## config.mk

```make
export PLATFORM = sky130hd
export DESIGN_NAME = pea_div
export DESIGN_NICKNAME = d
export VERILOG_FILES = /design/src/hdl/pea_pkg.sv /design/src/hdl/pea_div.sv
export SDC_FILE = /design/constraint.sdc
export NUM_CORES = 1
export LEC_CHECK = 0
export ABC_AREA = 0
export BUFFER_PORTS_ARGS = -buffer_cell sky130_fd_sc_hd__buf_2
export CAP_MARGIN = 20
export CELL_PAD_IN_SITES_DETAIL_PLACEMENT = 0
export CELL_PAD_IN_SITES_GLOBAL_PLACEMENT = 1
export CORE_ASPECT_RATIO = 1.25
export CORE_UTILIZATION = 27
export CTS_BUF_LIST = sky130_fd_sc_hd__clkbuf_8
export DETAILED_ROUTE_END_ITERATION = 6
export PLACE_DENSITY_LB_ADDON = 0.1
export SETUP_SLACK_MARGIN = 0.05
export SLEW_MARGIN = 10
export SYNTH_ARGS = -nofsm -noshare
export SYNTH_HDL_FRONTEND = slang
export SYNTH_SLANG_ARGS = --single-unit
export TNS_END_PERCENT = 100
```

## constraint.sdc

```tcl
create_clock -name clk -period 0.8 [get_ports clk]
set_input_delay 0.12 -clock clk [delete_from_list [all_inputs] [get_ports clk]]
set_output_delay 0.12 -clock clk [all_outputs]
set_load 0.02 [all_outputs]
```

## src/hdl/pea_pkg.sv

```systemverilog
`default_nettype none

package pea_pkg;

  localparam int PAGE_W = 32;
  localparam int GROWTH_DIVISOR = 3;

  localparam logic OP_ALLOC   = 1'b0;
  localparam logic OP_RELEASE = 1'b1;

  localparam logic [2:0] ST_OK        = 3'd0;
  localparam logic [2:0] ST_GREW      = 3'd1;
  localparam logic [2:0] ST_DOUBLE    = 3'd2;
  localparam logic [2:0] ST_FULL      = 3'd3;
  localparam logic [2:0] ST_EXHAUSTED = 3'd4;

  // slots of the index bundle that rides along with the scan token
  localparam int IX_POS  = 0;
  localparam int IX_FIT  = 1;
  localparam int IX_NXT  = 2;
  localparam int IX_PRV  = 3;
  localparam int IX_FREE = 4;
  localparam int IX_N    = 5;

  typedef struct packed {
    logic [PAGE_W-1:0] start;
    logic [PAGE_W-1:0] len;
    logic [PAGE_W-1:0] stamp;
  } ext_t;

  typedef struct packed {
    logic              op;
    logic [PAGE_W-1:0] id;
    logic [PAGE_W-1:0] n;
  } qry_t;

  typedef struct packed {
    logic              live;
    logic              fit_found;
    ext_t              fit;
    logic              nxt_found;
    logic [PAGE_W-1:0] nxt_start;
    logic [PAGE_W-1:0] nxt_len;
    logic              prv_found;
    logic [PAGE_W-1:0] prv_start;
    logic [PAGE_W-1:0] prv_len;
    logic              free_found;
  } scan_t;

endpackage

`default_nettype wire

```

## src/hdl/pea_div.sv

```systemverilog
`default_nettype none

// divide by a constant: quotient = (x * ceil(2^SH / DIVISOR)) >> SH,
// exact for every PAGE_W-bit x; one registered multiply
module pea_div #(
  parameter int DIVISOR = 4096
) (
  input  logic                       clk,
  input  logic                       rst,
  input  logic                       start,
  input  logic [pea_pkg::PAGE_W-1:0] dividend,
  output logic                       done,
  output logic [pea_pkg::PAGE_W-1:0] quotient
);
  import pea_pkg::*;

  localparam int SH = PAGE_W + $clog2(DIVISOR);
  localparam int PW = 2 * PAGE_W + 1;
  localparam longint unsigned RECIP =
    ((64'd1 << SH) + 64'(DIVISOR) - 64'd1) / 64'(DIVISOR);

  logic [PW-1:0] prod;

  assign prod = PW'(dividend) * PW'(RECIP);

  always_ff @(posedge clk) begin
    if (start) begin
      quotient <= PAGE_W'(prod >> SH);
    end
  end

  always_ff @(posedge clk) begin
    if (rst) begin
      done <= 1'b0;
    end else if (start) begin
      done <= 1'b1;
    end
  end

endmodule

`default_nettype wire

```

==> summary.txt, run 1 <==
Worst setup path
  • CP arrival: 0.81 ns
  • Critical-path cell list: buf_2
  • R2R Path Start: done
  • Worst setup EP type: output port
  • Crit Path Class: register to output port
  • CP peak stage delay: 0.39 ns
  • Worst EP required: 0.68 ns
  • CP max FO: 1
  • Slowest library cell on the worst path: edfxtp_1
  • Startpoint Class: register
  • Worst path top cell family by delay: flip-flops
  • CP Launch Point: quotient[16]
  • CP Buf/Inv Count: 1

Pwr
  • Sequential share of power: 0.567
  • Power share of the combinational group: 0.158
  • Leak: 0.4826 nW
  • P_sw: 548.9 µW
  • P_int: 1.792 mW
  • Peak VDD IR: 1.189 mV
  • Sw Share: 0.2345
  • Power per cell area: 2191 nW/µm²
  • Clk pwr share: 0.274

Timing
  • Period utilisation layout: 1.159
  • Post-route setup slack: -0.1269 ns
  • Final Skew: 0 ns
  • Setup violation total in the final timing report: 21
  • Final Hold Viols: 0
  • Min cycle time layout: 0.9269 ns
  • Hold WS: 0.03880 ns
  • Slew Viols, Final: 0
  • RSZ-0062 raised after global routing: yes
  • Max Clk Rate: 1079 MHz

Yosys
  • Ys Warns: 0
  • Cell Area, Synth: 724.4 µm²
  • Top cells by count, synth: edfxtp_1 (20), buf_4 (12), conb_1 (1), dfxtp_1 (1), o21ba_1 (1)
  • Post-synthesis sequential area ratio: 0.8566
  • Cell taking the most area after synthesis: edfxtp_1
  • Post-synth EDFFs: 20
  • Post-synth top area share: 0.8290
  • #FFs+latches synth: 21
  • Synth area leaders: edfxtp_1 (83%), buf_4 (12%), dfxtp_1 (2.8%)
  • Top-count cell post-synth: edfxtp_1
  • Synth unique cells: 5
  • Async SR Flop Fraction: 0
  • Synth Flop Type: edfxtp_1
  • Syn avg cell area: 20.70 µm²
  • Synth Instances: 35

Die
  • Top Ports: 68
  • Die Ht: 59.92 µm
  • # rows: 20
  • Core area: 2477 µm²
  • Area of the die: 2896 µm²
  • Die W: 48.33 µm
  • Starting Density: 0.2924

Clocking
  • Worst-Skew Late Latency: 0.25 ns
  • Total CTS buffers: 3
  • CTS Sinks: 21
  • Clock Pin Slew Worst Setup and Hold Paths: 0.07 ns
  • CTS resizes: 5
  • CTS H-tree depth: 1
  • Root buffer cell: clkbuf_8
  • CTS Hold Bufs: 0
  • Post-CTS Setup Inserts: 0
  • Bufs on Longest Clock Path: 2
  • Clock tree from TritonCTS: built

Final layout
  • Non-filler cells, final: 116
  • Number of diodes: 0
  • Fillers: 229
  • Layout area overhead: 47.49%
  • Register Area: 621.8 µm²
  • Layout Nets: 119
  • Layout cells sized above 1: 0.5904
  • Multi-input gate area: 55.05 µm²

Worst hold path
  • Worst min-delay path class: input port to register
  • Hold Crit Start: dividend[27]

Route
  • Final ANT Viol Nets: 0
  • WL/cell: 9.905 µm
  • Routed Wire Length: 1149 µm
  • DR vias: 405
  • Vias per cell: 3.491
  • Drt first-iter violations: 13
  • Drt pass-1 iters: 2
  • Remaining DRCs: 0

Outcome
  • Status: finished with violations
  • Failing checks: negative setup slack

GRT
  • Largest net degree at the start of global routing: 19
  • GRT Util Overall: 0.07846
  • First-pass GRT wire length: 1635 µm
  • Vias in the first global route: 377
  • Grt ovf: 0
  • Initial antenna violation count: 0

Placed design
  • IO Port Bufs: 43
  • DP Cell Count: 112
  • RePlAce Congestion: 0.5643
  • Post-DP HPWL: 885.5 µm

Flow run
  • Maxcap violations: 0
## state kept, by name, indices dropped and copies added, names as in the netlist
name,cells
quotient,20
done,1
## cells in the final DEF, fill, tap and decap left out, drive strengths merged
| cell type | n |
|---|---|
| o21ba | 1 |
| conb | 12 |
| inv | 1 |
| buf | 45 |
| edfxtp | 20 |
| clkbuf | 3 |
| dfxtp | 1 |
## layer usage
layer / part of all wire / global-route usage / vias to the layer above
met3: 0.11 / 0.04326 / 0
met1: 0.36 / 0.07967 / 182
met4: 0 / 0.03782 / 0
met5: 0 / 0 / -
met2: 0.53 / 0.1328 / 27
li1: - / - / 196
## cell families (layout without fill, tap and decap cells)
kind of cell / Yosys count / count (layout) / share of synthesized area
buf+inv: 12 / 49 / 0.1244
compound gates: 1 / 1 / 0.01382
flops: 21 / 21 / 0.8567
other cells: 1 / 12 / 0.005176
## through the flow
| step | power (mW) | area, µm² | utilization | setup TNS (ns) | setup slack, ns |
|---|---|---|---|---|---|
| after floorplan | 1.557 | 765.7 | - | 0 | 0.1453 |
| after global placement | 1.666 | 959.7 | 0.3874 | 0 | 0.1068 |
| after detailed placement | 1.669 | 959.7 | 0.3874 | 0 | 0.1038 |
| after CTS | 2.329 | 1018 | 0.4111 | -2.074 | -0.1252 |
| after global routing | 2.445 | 1069 | 0.4313 | -2.640 | -0.1588 |
| final | 2.341 | 1069 | 0.4313 | -1.916 | -0.1269 |
## cell type report
class	count	share of cell area
Sequential cell	21	0.5820
Multi-Input combinational cell	13	0.05152
Timing Repair Buffer	45	0.2857
Tap cell	33	0.03864
Clock buffer	3	0.03864
Clock inverter	1	0.003513
## final timing paths
check	to	slack [ns]	depth (start not counted)
min	quotient[15]	0.04	1
max reg2reg	done	0.20	1
max	quotient[16]	-0.13	1
min reg2reg	done	0.49	1
## power groups by stage
| stage | Clock, mW | Sequential [mW] | Combinational (mW) |
|---|---|---|---|
| floorplan | 0 | 1.46 | 0.0972 |
| global placement | 0 | 1.34 | 0.329 |
| detailed placement | 0 | 1.34 | 0.330 |
| CTS | 0.672 | 1.32 | 0.338 |
| global route | 0.717 | 1.34 | 0.393 |
| finish | 0.642 | 1.33 | 0.370 |
(Power assumes the default switching activity.)
==> run 2, diff against run 1 <==
RECOVER_POWER = 25   (was unset)
clock period = 1 ns   (was 0.8 ns; I/O delays follow)
==> run 2 against run 1 <==
Net effect: the flow now finishes without violations; clock power decreased by 18%; final area decreased by 1.3%; via count increased by 0.25%; clock skew unchanged; clock-buffer cell count unchanged; die area unchanged; first-iteration DRC count decreased by 54%; largest cell class unchanged; largest power group unchanged.
==> summary.txt, run 2 (same netlist as run 1, synthesis figures left out) <==
Die
  • Starting Density: 0.2924
  • Area of the die: 2896 µm²
  • Die Ht: 59.92 µm
  • Die W: 48.33 µm
  • Top Ports: 68
  • # rows: 20
  • Core area: 2477 µm²

Timing
  • Final Skew: 0 ns
  • Period utilisation layout: 0.9531
  • Min cycle time layout: 0.9531 ns
  • Max Clk Rate: 1049 MHz
  • Final Hold Viols: 0
  • Slew Viols, Final: 0
  • Post-route setup slack: 0.04686 ns
  • RSZ-0062 raised after global routing: yes
  • Setup TNS: 0 ns
  • Setup violation total in the final timing report: 0

Worst setup path
  • Startpoint Class: register
  • R2R Path Start: done
  • Critical-path cell list: buf_2
  • Worst path top cell family by delay: flip-flops
  • CP Buf/Inv Count: 1
  • Worst r2r dst: done
  • Worst setup EP type: output port
  • R2r setup slk: 0.41 ns
  • CP peak stage delay: 0.38 ns
  • Reg2reg path depth: 1
  • CP Launch Point: quotient[10]
  • CP arrival: 0.80 ns
  • CP max FO: 1
  • Slowest library cell on the worst path: edfxtp_1
  • Worst EP required: 0.85 ns
  • Crit Path Class: register to output port

Final layout
  • Register Area: 620.6 µm²
  • Top Registers: quotient x20, done x1
  • Fillers: 232
  • Layout area overhead: 45.60%
  • Reg with most FFs: quotient
  • Number of diodes: 0
  • Multi-input gate area: 55.05 µm²
  • Layout Nets: 119
  • Commonest cells after routing, fill and taps aside: buf_2 (33), edfxtp_1 (20), conb_1 (12)
  • Commonest non-fill, non-tap cell in the layout: buf_2
  • Layout cells sized above 1: 0.5783
  • Max reg flops: 20
  • Cell area after layout: 1055 µm²

Clocking
  • Clock tree from TritonCTS: built
  • Total CTS buffers: 3
  • CTS Hold Bufs: 0
  • CTS H-tree depth: 1
  • Bufs on Longest Clock Path: 2
  • CTS resizes: 6
  • Clock Pin Slew Worst Setup and Hold Paths: 0.07 ns
  • Post-CTS Setup Inserts: 0
  • Worst-Skew Late Latency: 0.25 ns
  • CTS Sinks: 21
  • Root buffer cell: clkbuf_8

GRT
  • Vias in the first global route: 392
  • Largest net degree at the start of global routing: 12
  • Initial antenna violation count: 0
  • First-pass GRT wire length: 1621 µm
  • Grt ovf: 0
  • GRT Util Overall: 0.08162

Route
  • WL/cell: 10.09 µm
  • Drt pass-1 iters: 3
  • Final ANT Viol Nets: 0
  • Vias per cell: 3.500
  • Routed Wire Length: 1171 µm
  • Remaining DRCs: 0
  • Drt first-iter violations: 6
  • DR vias: 406

Flow run
  • Maxcap violations: 0

Pwr
  • Leak: 0.4783 nW
  • Power per cell area: 1781 nW/µm²
  • Post-route total power: 1.879 mW
  • Peak VDD IR: 0.9762 mV

Placed design
  • IO Port Bufs: 43
  • Placed Area: 947.2 µm²
  • Post-DP HPWL: 917.3 µm
  • RePlAce Congestion: 0.5717
  • Place WS: 0.2694 ns

Outcome
  • Status: completed

Worst hold path
  • Worst min-delay path class: input port to register
  • Min-Delay Endpoint: quotient[19]
  • Hold Crit Start: dividend[31]
  • Hold depth: 1
run 2: cell types whose count changed in the layout (fill, tap and decap cells not counted):
cell	delta
buf_12	-1
buf_4	+1
dfxtp_1	+1
dfxtp_2	-1
run 2: through the flow:
| stage | hold WS, ns | util | instances |
|---|---|---|---|
| 6_report | 0.06438 | 0.4258 | 116 |
| 4_1_cts | 0.05591 | 0.4081 | 116 |
| 5_1_grt | 0.05129 | 0.4258 | 116 |
| 3_5_place_dp | 0.3287 | 0.3823 | 112 |
| 3_3_place_gp | 0.3269 | 0.3823 | 112 |
| 2_1_floorplan | 0.2489 | - | 46 |
run 2: how the worst max path moves through the flow:
stage / end / slack, ns / depth (start not counted)
2_1_floorplan: done / 0.35 / 1
3_3_place_gp: quotient[2] / 0.28 / 2
3_5_place_dp: quotient[2] / 0.27 / 2
4_1_cts: quotient[10] / 0.03 / 1
5_1_grt: quotient[13] / 0.02 / 1
6_report: quotient[10] / 0.05 / 1
run 2: where the power goes:
part	internal (mW)	switching (mW)	leakage (nW)
Combinational	0.117	0.174	0.247
Sequential	1.04	0.0228	0.204
Clock	0.273	0.253	0.0269
run 2: final cells by class:
cell class,count,share of cell area
Clock inverter,1,0.003559
Timing Repair Buffer,45,0.2776
Clock buffer,3,0.03915
Tap cell,33,0.03915
Multi-Input combinational cell,13,0.05219
Sequential cell,21,0.5884
run 2: per-layer routing:
| metal | global-route usage | up-vias | wire length [µm] |
|---|---|---|---|
| met1 | 0.07754 | 179 | 419 |
| met5 | 0 | - | 0 |
| met4 | 0.06303 | 0 | 18 |
| met2 | 0.1348 | 29 | 603 |
| met3 | 0.04326 | 2 | 130 |
| li1 | - | 196 | - |
