File: src/hdl/pea_pkg.sv
`default_nettype none

package pea_pkg;

  localparam int PAGE_W = 32;
  localparam int GROWTH_DIVISOR = 3;

  localparam logic OP_ALLOC   = 1'b0;
  localparam logic OP_RELEASE = 1'b1;

  localparam logic [2:0] ST_OK        = 3'd0;
  localparam logic [2:0] ST_GREW      = 3'd1;
  localparam logic [2:0] ST_DOUBLE    = 3'd2;
  localparam logic [2:0] ST_FULL      = 3'd3;
  localparam logic [2:0] ST_EXHAUSTED = 3'd4;

  // slots of the index bundle that rides along with the scan token
  localparam int IX_POS  = 0;
  localparam int IX_FIT  = 1;
  localparam int IX_NXT  = 2;
  localparam int IX_PRV  = 3;
  localparam int IX_FREE = 4;
  localparam int IX_N    = 5;

  typedef struct packed {
    logic [PAGE_W-1:0] start;
    logic [PAGE_W-1:0] len;
    logic [PAGE_W-1:0] stamp;
  } ext_t;

  typedef struct packed {
    logic              op;
    logic [PAGE_W-1:0] id;
    logic [PAGE_W-1:0] n;
  } qry_t;

  typedef struct packed {
    logic              live;
    logic              fit_found;
    ext_t              fit;
    logic              nxt_found;
    logic [PAGE_W-1:0] nxt_start;
    logic [PAGE_W-1:0] nxt_len;
    logic              prv_found;
    logic [PAGE_W-1:0] prv_start;
    logic [PAGE_W-1:0] prv_len;
    logic              free_found;
  } scan_t;

endpackage

`default_nettype wire

File: src/hdl/pea_cell.sv
`default_nettype none

// one table entry; folds itself into the passing scan token
module pea_cell #(
  parameter int IW = 6
) (
  input  logic                               clk,
  input  logic                               rst,
  input  pea_pkg::qry_t                      qry,
  input  pea_pkg::scan_t                     tok_in,
  input  logic [pea_pkg::IX_N-1:0][IW-1:0]   ix_in,
  input  logic                               wr_set,
  input  logic                               wr_clr,
  input  pea_pkg::ext_t                      wr_ext,
  output pea_pkg::scan_t                     tok_out,
  output logic [pea_pkg::IX_N-1:0][IW-1:0]   ix_out
);
  import pea_pkg::*;

  ext_t                  ent;
  logic                  valid;
  scan_t                 tok_next;
  logic [IX_N-1:0][IW-1:0] ix_next;
  logic                  fit_ok;
  logic                  fit_better;
  logic                  upper;

  always_comb begin
    tok_next   = tok_in;
    ix_next    = ix_in;
    fit_ok     = valid && (ent.len >= qry.n);
    fit_better = !tok_in.fit_found || (ent.len < tok_in.fit.len) ||
                 ((ent.len == tok_in.fit.len) && (ent.stamp > tok_in.fit.stamp));
    upper      = (ent.start >= qry.id);
    if (fit_ok && fit_better) begin
      tok_next.fit_found = 1'b1;
      tok_next.fit       = ent;
      ix_next[IX_FIT]    = ix_in[IX_POS];
    end
    if (valid && upper && (!tok_in.nxt_found || ent.start < tok_in.nxt_start)) begin
      tok_next.nxt_found = 1'b1;
      tok_next.nxt_start = ent.start;
      tok_next.nxt_len   = ent.len;
      ix_next[IX_NXT]    = ix_in[IX_POS];
    end
    if (valid && !upper && (!tok_in.prv_found || ent.start > tok_in.prv_start)) begin
      tok_next.prv_found = 1'b1;
      tok_next.prv_start = ent.start;
      tok_next.prv_len   = ent.len;
      ix_next[IX_PRV]    = ix_in[IX_POS];
    end
    if (!valid && !tok_in.free_found) begin
      tok_next.free_found = 1'b1;
      ix_next[IX_FREE]    = ix_in[IX_POS];
    end
    ix_next[IX_POS] = IW'(ix_in[IX_POS] + 1'b1);
  end

  always_ff @(posedge clk) begin
    if (wr_set) begin
      ent <= wr_ext;
    end
  end

  always_ff @(posedge clk) begin
    if (rst) begin
      valid <= 1'b0;
    end else if (wr_set) begin
      valid <= 1'b1;
    end else if (wr_clr) begin
      valid <= 1'b0;
    end
  end

  always_ff @(posedge clk) begin
    if (rst) begin
      tok_out <= '0;
      ix_out  <= '0;
    end else begin
      tok_out <= tok_next;
      ix_out  <= ix_next;
    end
  end

endmodule

`default_nettype wire

File: config.mk
export PLATFORM = sky130hd
export DESIGN_NAME = pea_cell
export DESIGN_NICKNAME = d
export VERILOG_FILES = /design/src/hdl/pea_pkg.sv /design/src/hdl/pea_cell.sv
export SDC_FILE = /design/constraint.sdc
export NUM_CORES = 1
export LEC_CHECK = 0
export ABC_AREA = 1
export BUFFER_PORTS_ARGS = -buffer_cell sky130_fd_sc_hd__buf_4
export CAP_MARGIN = 20
export CELL_PAD_IN_SITES_DETAIL_PLACEMENT = 2
export CELL_PAD_IN_SITES_GLOBAL_PLACEMENT = 2
export CORE_MARGIN = 2
export CORE_UTILIZATION = 25
export DETAILED_ROUTE_END_ITERATION = 10
export GPL_TIMING_DRIVEN = 1
export HOLD_SLACK_MARGIN = 0.02
export PLACE_DENSITY = 0.79
export SYNTH_ARGS = -nofsm -noshare
export SYNTH_HDL_FRONTEND = slang
export SYNTH_SLANG_ARGS = --single-unit
File: constraint.sdc
create_clock -name clk -period 2.2 [get_ports clk]
set_input_delay 0.44 -clock clk [delete_from_list [all_inputs] [get_ports clk]]
set_output_delay 0.44 -clock clk [all_outputs]
set_load 0.005 [all_outputs]
==> results.py, run 1 <==
metrics = {
    "worst_hold_path": {
        "hp-start": "wr_ext[22]",
        "min_path_cells": 1,
        "hold_path_class": "in2reg",
        "hold_path_end": "ent[22]",
    },
    "pwr": {
        "internal-power_mw": 15.51,
        "switching_share": 0.3526,
        "powerDensity_mw_per_mm2": 693.2,
        "p_seq_frac": 0.321,
        "combPwrFrac": 0.329,
        "pwr-share-clk": 0.350,
        "leakagePower_nw": 16.57,
        "p_sw_mw": 8.444,
        "peakVddDrop_mv": 0.5637,
    },
    "drt": {
        "drtIter0Drc": 1504,
        "dr.pass1.iters": 5,
        "wl_per_cell_um": 33.45,
        "wl_mm": 150.5,
        "vias": 24166,
        "drc_errors": 0,
        "routed_via_density": 5.373,
        "antenna_left": 0,
    },
    "die": {
        "die_h_um": 277.7,
        "die_area_mm2": 0.07714,
        "die_x_um": 277.7,
        "rows": 100,
        "fp.coreArea_mm2": 0.07432,
        "ios": 683,
        "initial_core_util": 0.2521,
    },
    "critical_path": {
        "r2r-start": "ent[31]",
        "r2r_cells": 16,
        "crit_fanout": 12,
        "ff2ff_setup_slack_ns": -0.92,
        "path_common_cell": "nor2_1",
        "startpoint": "ent[31]",
        "cp_data_arrival_time_ns": 3.60,
        "critPathSlowestCell": "edfxtp_1",
        "cpLargestDelayFamily": "simple AND/OR/NAND/NOR gates",
        "crit_type": "reg2reg",
        "cp_data_required_time_ns": 2.68,
        "cp-end-kind": "flip-flop",
        "r2r_end": "ix_out[11]",
        "crit_buf_inv": 4,
        "critical_path.startpoint_type": "flip-flop",
        "slowest_delay_ns": 0.46,
        "crit_chain": "ha_1 -> nand2_1 -> buf_4 -> nor2_1 -> nor2_1 -> nand3_1 -> nor2_1 -> nand2_1 -> nand2_2 -> nand2_8 -> buf_6 -> buf_6 -> buf_12 -> nand3_1 -> nand2_1 -> nor2_1",
    },
    "sta": {
        "rsz0062_at_grt": "true",
        "worst_pin_slew_ns": 0.5830,
        "slew_viol_final": 0,
        "hold_viol_final": 0,
        "finalCritPeriodShare": 1.418,
        "period_needed_ns": 3.119,
        "setup_viol": 245,
        "fin_skew_ns": 0.04166,
        "setup_ws_ns": -0.9192,
        "slew_headroom": 0.6113,
        "fmax_ghz": 0.3206,
    },
    "synthesis": {
        "yosys.area.top_type": "dfxtp_1",
        "netlist_instances": 2426,
        "avgSynthCellArea_um2": 7.722,
        "synth_top_area_share": 0.2779,
        "syn-num-nets": 3042,
        "synth_cell_type_count": 30,
        "synth_seq_cells": 356,
        "synth-warning-count": 0,
        "yosys-top-cells-area": "dfxtp_1, edfxtp_1, ha_1",
        "ys_seq_area_frac": 0.4317,
        "netlist_area_mm2": 0.01873,
    },
    "finish": {
        "final_cells": 4498,
        "final_design_area_no_fill_mm2": 0.03455,
        "seqCellArea_mm2": 0.008088,
        "synthToLayoutAreaGrowth_pct": 84.45,
        "nets": 4092,
        "multiInputGateArea_mm2": 0.01159,
        "post_route_cells_drive_above_1_share": 0.4742,
        "fillers": 7839,
        "final_util": 0.4649,
    },
    "place": {
        "numPlacedInstances": 4176,
        "placed_area_mm2": 0.02669,
        "gp_congestion": 0.9197,
        "dp_slack_ns": -0.6424,
        "portBuffers": 681,
        "dp_hpwl_mm": 78.26,
    },
    "clock_tree": {
        "cts_sinks": 356,
        "cts_tree": "yes",
        "clockBufferDepth": 3,
        "htreeDepth": 2,
        "root_buffer": "clkbuf_16",
        "clock_latency_ns": 0.61,
        "cts_made_buffers": 46,
        "path_clk_slew_ns": 0.06,
    },
    "global_route": {
        "antenna_found_initial": 20,
        "grt_pass1_wl_mm": 180.5,
        "grtUsageTotal": 0.3149,
        "grt_pass1_vias": 26340,
        "grt_max_degree": 59,
        "grt-ovfl-total": 0,
    },
    "run": {
        "cap_violations": 0,
    },
    "outcome": {
        "violations": "setup timing",
        "status": "finished with violations",
    },
}
==> worst max-delay path by stage <==
stage,end,slack (ns),depth (start not counted)
4_1_cts,tok_out[59],-0.49,15
3_3_place_gp,ix_out[11],-0.57,16
6_report,ix_out[11],-0.92,16
5_1_grt,tok_out[216],-0.95,16
3_5_place_dp,tok_out[47],-0.64,14
2_1_floorplan,ix_out[10],0.07,13
==> cell usage after synthesis (all sizes together) <==
| library cell | n |
|---|---|
| nand2 | 431 |
| inv | 339 |
| a21oi | 338 |
| nor2 | 307 |
| dfxtp | 260 |
| nand3 | 252 |
| ha | 192 |
| edfxtp | 96 |
| buf | 85 |
| clkbuf | 48 |
| o21ai | 27 |
| nand4 | 15 |
| o21a | 12 |
| nor3 | 7 |
| a21o | 4 |
| o21bai | 4 |
| nor3b | 3 |
| a31oi | 2 |
| nor4 | 2 |
| clkinv | 1 |
| o211ai | 1 |
==> metal layers <==
metal,part of all wire,vias up,track usage
met3,0.068,676,0.07403
met2,0.50,1391,0.5833
met4,0.089,8,0.1710
met1,0.34,12077,0.3262
met5,0.00035,-,0
li1,-,10014,-
==> through the flow <==
step / setup TNS [ns] / hold slack [ns] / power (mW)
after floorplan: 0 / 0.5070 / 9.626
after global placement: -110.68 / 0.5736 / 12.37
after detailed placement: -127.27 / 0.6118 / 12.67
after CTS: -87.01 / 0.02170 / 21.84
after global routing: -179.02 / 0.02259 / 24.49
final: -166.43 / 0.04271 / 23.95
==> layout by cell type, fill, tap and decap left out, drive strengths merged <==
cell,netlist,layout
nor3,7,7
buf,85,1029
clkbuf,48,81
dlygate4sd3,0,84
edfxtp,96,96
nand2,431,431
inv,339,340
nand4,15,15
a21oi,338,338
dfxtp,260,260
o21bai,4,4
bufinv,0,4
bufbuf,0,3
nor3b,3,3
o21ai,27,27
diode,0,16
ha,192,192
o211ai,1,1
nand3,252,252
o21a,12,12
nor2,307,307
a21o,4,4
clkinv,1,15
nor4,2,2
clkinvlp,0,4
a31oi,2,2
==> area by class of cell <==
cell class	count	area share
antenna	16	0.001159
clock buffer	62	0.03777
clock inverter	23	0.007134
inverter	340	0.03788
multi-input combinational	1597	0.3353
sequential	356	0.2341
tap	969	0.03509
timing repair buffer	1135	0.3116
==> flip-flops by register name, indices dropped and copies added (netlist names) <==
name	flops
ix_out	30
tok_out	229
ent	96
valid	1
==> worst reg2reg max path, cell delays in order (launching register included) <==
cell	delay (ns)
edfxtp_1	0.46
ha_1	0.36
nand2_1	0.16
buf_4	0.15
nor2_1	0.06
nor2_1	0.23
nand3_1	0.16
nor2_1	0.25
nand2_1	0.15
nand2_2	0.13
nand2_8	0.12
buf_6	0.14
buf_6	0.10
buf_12	0.14
nand3_1	0.13
nand2_1	0.07
nor2_1	0.21
==> repair_timing <==
item,4_1_cts,5_1_grt
pin swaps,65,129
buffers inserted,71,32
resized for setup,320,481
setup endpoints to repair,245,245
gates cloned,25,22
hold buffers,84,0
hold endpoints to repair,84,0
==> power groups by stage <==
stage          Sequential (mW)  Clock, mW  Combinational, mW
2_1_floorplan             7.65          0               1.97
3_3_place_gp              7.70          0               4.67
3_5_place_dp              7.72          0               4.95
4_1_cts                   7.59       8.10               6.15
5_1_grt                   7.69       8.65               8.15
6_report                  7.68       8.39               7.88
==> logic make-up (layout without fill, tap and decap cells) <==
group / count (synthesis) / after routing / share of synthesized area
compound gates: 388 / 388 / 0.1106
fa+ha+maj: 192 / 192 / 0.1282
buf+inv: 473 / 1560 / 0.1047
flops: 356 / 356 / 0.4317
other cells: 0 / 16 / 0
simple gates: 1017 / 1017 / 0.2248
Power figures use the tool's default switching activity.
==> run 2: changes to the inputs <==
==> config.mk (replaced) <==
export PLATFORM = sky130hd
export DESIGN_NAME = pea_cell
export DESIGN_NICKNAME = d
export VERILOG_FILES = /design/src/hdl/pea_pkg.sv /design/src/hdl/pea_cell.sv
export SDC_FILE = /design/constraint.sdc
export NUM_CORES = 1
export LEC_CHECK = 0
export ABC_AREA = 1
export CAP_MARGIN = 20
export CELL_PAD_IN_SITES_DETAIL_PLACEMENT = 2
export CELL_PAD_IN_SITES_GLOBAL_PLACEMENT = 2
export CORE_AREA = 2 2 268 270
export DETAILED_ROUTE_END_ITERATION = 10
export DIE_AREA = 0 0 270 272
export DONT_BUFFER_PORTS = 1
export GPL_TIMING_DRIVEN = 1
export HOLD_SLACK_MARGIN = 0.02
export PLACE_DENSITY = 0.67
export SYNTH_ARGS = -nofsm -noshare
export SYNTH_HDL_FRONTEND = slang
export SYNTH_SLANG_ARGS = --single-unit
==> results.py, run 2 (same netlist as run 1, synthesis figures left out) <==
metrics = {
    "drt": {
        "drc_errors": 0,
        "vias": 23683,
        "routed_via_density": 5.809,
        "drtIter0Drc": 1803,
        "wl_mm": 163.3,
        "antenna_left": 0,
        "wl_per_cell_um": 40.05,
        "dr.pass1.iters": 7,
    },
    "clock_tree": {
        "cts_sinks": 356,
        "clock_latency_ns": 0.62,
        "path_clk_slew_ns": 0.08,
        "root_buffer": "clkbuf_16",
        "cts_tree": "yes",
        "cts_made_buffers": 44,
        "htreeDepth": 2,
        "clockBufferDepth": 3,
    },
    "critical_path": {
        "crit_type": "reg2reg",
        "crit_fanout": 8,
        "crit_buf_inv": 6,
        "cp-end-kind": "flip-flop",
        "slowest_delay_ns": 0.49,
        "r2r-start": "ent[67]",
        "critical_path.startpoint_type": "flip-flop",
        "crit_chain": "buf_6 -> buf_4 -> ha_4 -> nand2_1 -> inv_1 -> nand2_1 -> nand2_1 -> nand2_1 -> nand2_2 -> nand2_1 -> nand2_1 -> nand2_1 -> nand2_1 -> nand2_2 -> nand2_4 -> buf_12 -> buf_6 -> buf_6 -> nand3_2 -> nand2_1 -> nor2_1",
        "path_common_cell": "nand2_1",
        "critPathSlowestCell": "edfxtp_1",
        "cpLargestDelayFamily": "simple AND/OR/NAND/NOR gates",
        "cp_data_required_time_ns": 2.69,
        "startpoint": "ent[67]",
        "cp_data_arrival_time_ns": 3.91,
    },
    "finish": {
        "mostFrequentLayoutCell": "inv_1",
        "top_register": "tok_out",
        "largest_reg_flops": 229,
        "post_route_cells_drive_above_1_share": 0.4130,
        "most-common-layout-cells": "inv_1, dlygate4sd3_1, dfxtp_1",
        "fillers": 7053,
        "top_regs": "tok_out: 229 flops, ent: 96 flops, ix_out: 30 flops",
        "synthToLayoutAreaGrowth_pct": 85.76,
        "multiInputGateArea_mm2": 0.01351,
        "nets": 3677,
        "seqCellArea_mm2": 0.008088,
    },
    "pwr": {
        "peakVddDrop_mv": 1.066,
        "leakagePower_nw": 14.86,
        "powerDensity_mw_per_mm2": 704.1,
    },
    "die": {
        "initial_core_util": 0.2648,
        "rows": 98,
        "fp.coreArea_mm2": 0.07075,
        "ios": 683,
        "die_h_um": 272,
        "die_area_mm2": 0.07344,
        "die_x_um": 270,
    },
    "global_route": {
        "grt_max_degree": 98,
        "grt_pass1_wl_mm": 174.0,
        "grtUsageTotal": 0.3212,
        "antenna_found_initial": 23,
        "grt-ovfl-total": 0,
        "grt_pass1_vias": 24077,
    },
    "sta": {
        "period_needed_ns": 3.416,
        "slew_viol_final": 0,
        "whs_ns": 0.01211,
        "rsz0062_at_grt": "true",
        "fmax_ghz": 0.2928,
        "finalCritPeriodShare": 1.553,
        "setup_viol": 245,
        "hold_viol_final": 0,
        "fin_skew_ns": 0.05572,
        "worst_pin_slew_ns": 0.8386,
        "setup_ws_ns": -1.216,
        "fin_setup_tns_ns": -199.29,
        "slew_headroom": 0.4391,
    },
    "place": {
        "dp_hpwl_mm": 69.45,
        "gp_congestion": 0.9514,
        "portBuffers": 0,
    },
    "worst_hold_path": {
        "hp-start": "tok_in[189]",
        "hold_path_class": "in2reg",
    },
    "run": {
        "cap_violations": 0,
    },
    "outcome": {
        "violations": "setup timing",
        "status": "finished with violations",
    },
}
-- run 2: area by class of cell --
type | count | share of cell area
multi-input cells | 1599 | 0.3883
repair buffers | 719 | 0.2602
flip-flops and latches | 356 | 0.2324
clock buffers | 60 | 0.03786
inverters | 340 | 0.03765
well taps | 950 | 0.03416
clock inverters | 22 | 0.006832
diodes | 30 | 0.002157
repair inverters | 1 | 0.0004674
-- run 2: power breakdown --
| group | total, mW | leakage, nW | switching, mW | internal, mW |
|---|---|---|---|---|
| Sequential | 7.90 | 3.11 | 0.623 | 7.28 |
| Combinational | 8.04 | 11.0 | 4.62 | 3.42 |
| Clock | 8.56 | 0.776 | 3.84 | 4.72 |
-- run 2: path summary, 6_finish.rpt --
check	end	slack, ns	cells after the start
max reg2reg	tok_out[54]	-1.22	21
min	tok_out[189]	0.01	2
min reg2reg	tok_out[135]	0.65	4
max	tok_out[54]	-1.22	21
-- run 2: per-layer routing --
metal  vias up  GRT usage  share of wire  wire, um
li1       9226          -              -         -
met1     11663     0.3406           0.33     53310
met2      1842     0.5754           0.47     76420
met3       942    0.07864          0.097     15850
met4        10     0.1953           0.11     17530
met5         -          0         0.0011       172
-- run 2: repair_timing --
action,in CTS,in global routing
setup buffers,70,61
gates resized for setup,404,856
pin swaps,99,202
hold buffers,321,10
endpoints found under the setup margin,245,245
hold endpoints to repair,420,73
gates cloned,42,31
-- run 2: per-stage QoR --
step                power (mW)  utilization  cells  worst slack [ns]  cell area, um2
finish                   24.50       0.4918   4077            -1.216           34800
global route             24.92       0.4914   4064            -1.234           34770
CTS                      21.14       0.4178   3956           -0.5538           29560
detailed placement       11.31       0.3016   3447           -0.6586           21340
global placement         11.11       0.3016   3447           -0.6328           21340
floorplan                9.626            -   2426           0.07255           18730
==> run 3: changes to the inputs <==
--- a/config.mk
+++ b/config.mk
@@ -9,13 +9,15 @@
 export CAP_MARGIN = 20
 export CELL_PAD_IN_SITES_DETAIL_PLACEMENT = 2
 export CELL_PAD_IN_SITES_GLOBAL_PLACEMENT = 2
-export CORE_AREA = 2 2 268 270
+export CORE_AREA = 2 2 269 271
+export CTS_BUF_LIST = sky130_fd_sc_hd__clkbuf_8
 export DETAILED_ROUTE_END_ITERATION = 10
-export DIE_AREA = 0 0 270 272
+export DIE_AREA = 0 0 271 273
 export DONT_BUFFER_PORTS = 1
 export GPL_TIMING_DRIVEN = 1
 export HOLD_SLACK_MARGIN = 0.02
 export PLACE_DENSITY = 0.67
+export SKIP_CTS_REPAIR_TIMING = 1
 export SYNTH_ARGS = -nofsm -noshare
 export SYNTH_HDL_FRONTEND = slang
 export SYNTH_SLANG_ARGS = --single-unit
==> results.py, run 3 (same netlist as run 1, synthesis figures left out) <==
metrics = {
    "drt": {
        "drc_errors": 0,
        "vias": 22063,
        "wl_per_cell_um": 33.44,
        "drtIter0Drc": 1492,
        "dr.pass1.iters": 5,
        "wl_mm": 135.6,
        "antenna_left": 0,
        "routed_via_density": 5.441,
    },
    "sta": {
        "hold_viol_final": 77,
        "whs_ns": -0.1185,
        "worst_pin_slew_ns": 0.7757,
        "fin_skew_ns": 0.06148,
        "slew_viol_final": 0,
        "finalCritPeriodShare": 1.548,
        "setup_viol": 245,
        "period_needed_ns": 3.406,
        "setup_ws_ns": -1.206,
        "rsz0062_at_grt": "true",
        "slew_headroom": 0.4809,
        "fmax_ghz": 0.2936,
    },
    "pwr": {
        "powerDensity_mw_per_mm2": 707.3,
        "internal-power_mw": 13.78,
        "peakVddDrop_mv": 0.5681,
        "power_mw": 21.64,
        "p_seq_frac": 0.362,
        "pwr-share-clk": 0.352,
        "p_sw_mw": 7.859,
        "leakagePower_nw": 13.88,
        "switching_share": 0.3632,
        "combPwrFrac": 0.286,
    },
    "die": {
        "fp.coreArea_mm2": 0.07100,
        "die_h_um": 273,
        "die_x_um": 271,
        "initial_core_util": 0.2639,
        "die_area_mm2": 0.07398,
        "ios": 683,
        "rows": 98,
    },
    "finish": {
        "synthToLayoutAreaGrowth_pct": 63.31,
        "most-common-layout-cells": "nand2_1, dlygate4sd3_1, inv_1",
        "post_route_cells_drive_above_1_share": 0.2736,
        "mostFrequentLayoutCell": "nand2_1",
        "fillers": 7512,
        "largest_reg_flops": 229,
        "top_register": "tok_out",
        "top_regs": "tok_out: 229 flops, ent: 96 flops, ix_out: 30 flops",
        "final_design_area_no_fill_mm2": 0.03059,
        "nets": 3638,
        "final_util": 0.4309,
    },
    "outcome": {
        "violations": "hold timing, setup timing",
        "status": "finished with violations",
    },
    "critical_path": {
        "cp_data_required_time_ns": 2.73,
        "crit_type": "reg2reg",
        "cp-end-kind": "flip-flop",
        "cp_data_arrival_time_ns": 3.94,
        "crit_fanout": 6,
        "critical_path.startpoint_type": "flip-flop",
        "r2r_cells": 17,
    },
    "clock_tree": {
        "path_clk_slew_ns": 0.08,
        "cts_made_buffers": 72,
        "clockBufferDepth": 3,
        "clock_latency_ns": 0.70,
        "cts_tree": "yes",
        "root_buffer": "clkbuf_8",
        "cts_sinks": 356,
        "htreeDepth": 3,
    },
    "global_route": {
        "grt_pass1_vias": 19376,
        "grt_max_degree": 98,
        "grt_pass1_wl_mm": 124.9,
        "antenna_found_initial": 21,
        "grt-ovfl-total": 0,
        "grtUsageMet3": 0.08470,
        "top_usage_layer": "met2",
        "grtUsageMet2": 0.3900,
        "grtUsageTotal": 0.2254,
        "grtUsageMet1": 0.2431,
    },
    "worst_hold_path": {
        "hold_path_class": "in2reg",
        "min_path_cells": 0,
    },
    "place": {
        "gp_congestion": 0.8965,
        "placed_area_mm2": 0.02140,
        "portBuffers": 0,
        "dp_hpwl_mm": 68.07,
    },
    "run": {
        "cap_violations": 0,
    },
}
## run 3: power by group through the flow
stage | logic (mW) | clock network, mW | registers, mW
after CTS | 3.47 | 7.36 | 7.75
after floorplan | 1.97 | 0 | 7.65
after detailed placement | 3.42 | 0 | 7.88
final | 6.18 | 7.62 | 7.84
after global placement | 3.23 | 0 | 7.88
after global routing | 6.46 | 7.90 | 7.85
## run 3: area by class of cell
| cell class | instances | area (um2) | share of cell area |
|---|---|---|---|
| clock buffers | 86 | 1184 | 0.03869 |
| diodes | 27 | 67.56 | 0.002208 |
| repair buffers | 651 | 7626 | 0.2493 |
| well taps | 950 | 1189 | 0.03885 |
| repair inverters | 1 | 8.758 | 0.0002863 |
| flip-flops and latches | 356 | 8088 | 0.2644 |
| inverters | 340 | 1304 | 0.04262 |
| clock inverters | 44 | 269.0 | 0.008793 |
| multi-input cells | 1600 | 10860 | 0.3549 |
## run 3: metrics by stage
stage | TNS [ns] | instances | setup WS (ns)
2_1_floorplan | 0 | 2426 | 0.07255
6_report | -176.35 | 4055 | -1.206
3_5_place_dp | -142.40 | 3447 | -0.9024
4_1_cts | -142.38 | 3577 | -0.9189
3_3_place_gp | -127.83 | 3447 | -0.8586
5_1_grt | -193.54 | 4053 | -1.167
## run 3: worst max-delay path, stage by stage (launching register included)
cell,delay (ns)
edfxtp_1,0.45
buf_4,0.20
ha_1,0.32
nand2_1,0.13
inv_1,0.08
o21bai_1,0.22
a21oi_1,0.19
nor2_1,0.24
nand2_1,0.13
nand2_1,0.11
nand2_1,0.09
nand2_2,0.14
nand2_8,0.11
buf_6,0.15
clkbuf_16,0.17
nand3_2,0.07
nand2_2,0.06
nor2_2,0.35
## run 3: worst paths after layout
path	from	end	slack, ns
max reg2reg	ent[73]	tok_out[54]	-1.21
max	ent[73]	tok_out[54]	-1.21
min	wr_set	ent[11]	-0.12
min reg2reg	ent[25]	tok_out[156]	0.63
## run 3: routing by layer
layer	wire length, um	share of wire
met5	46	0.00034
met1	47250	0.35
met4	11390	0.084
met2	66990	0.49
met3	9906	0.073
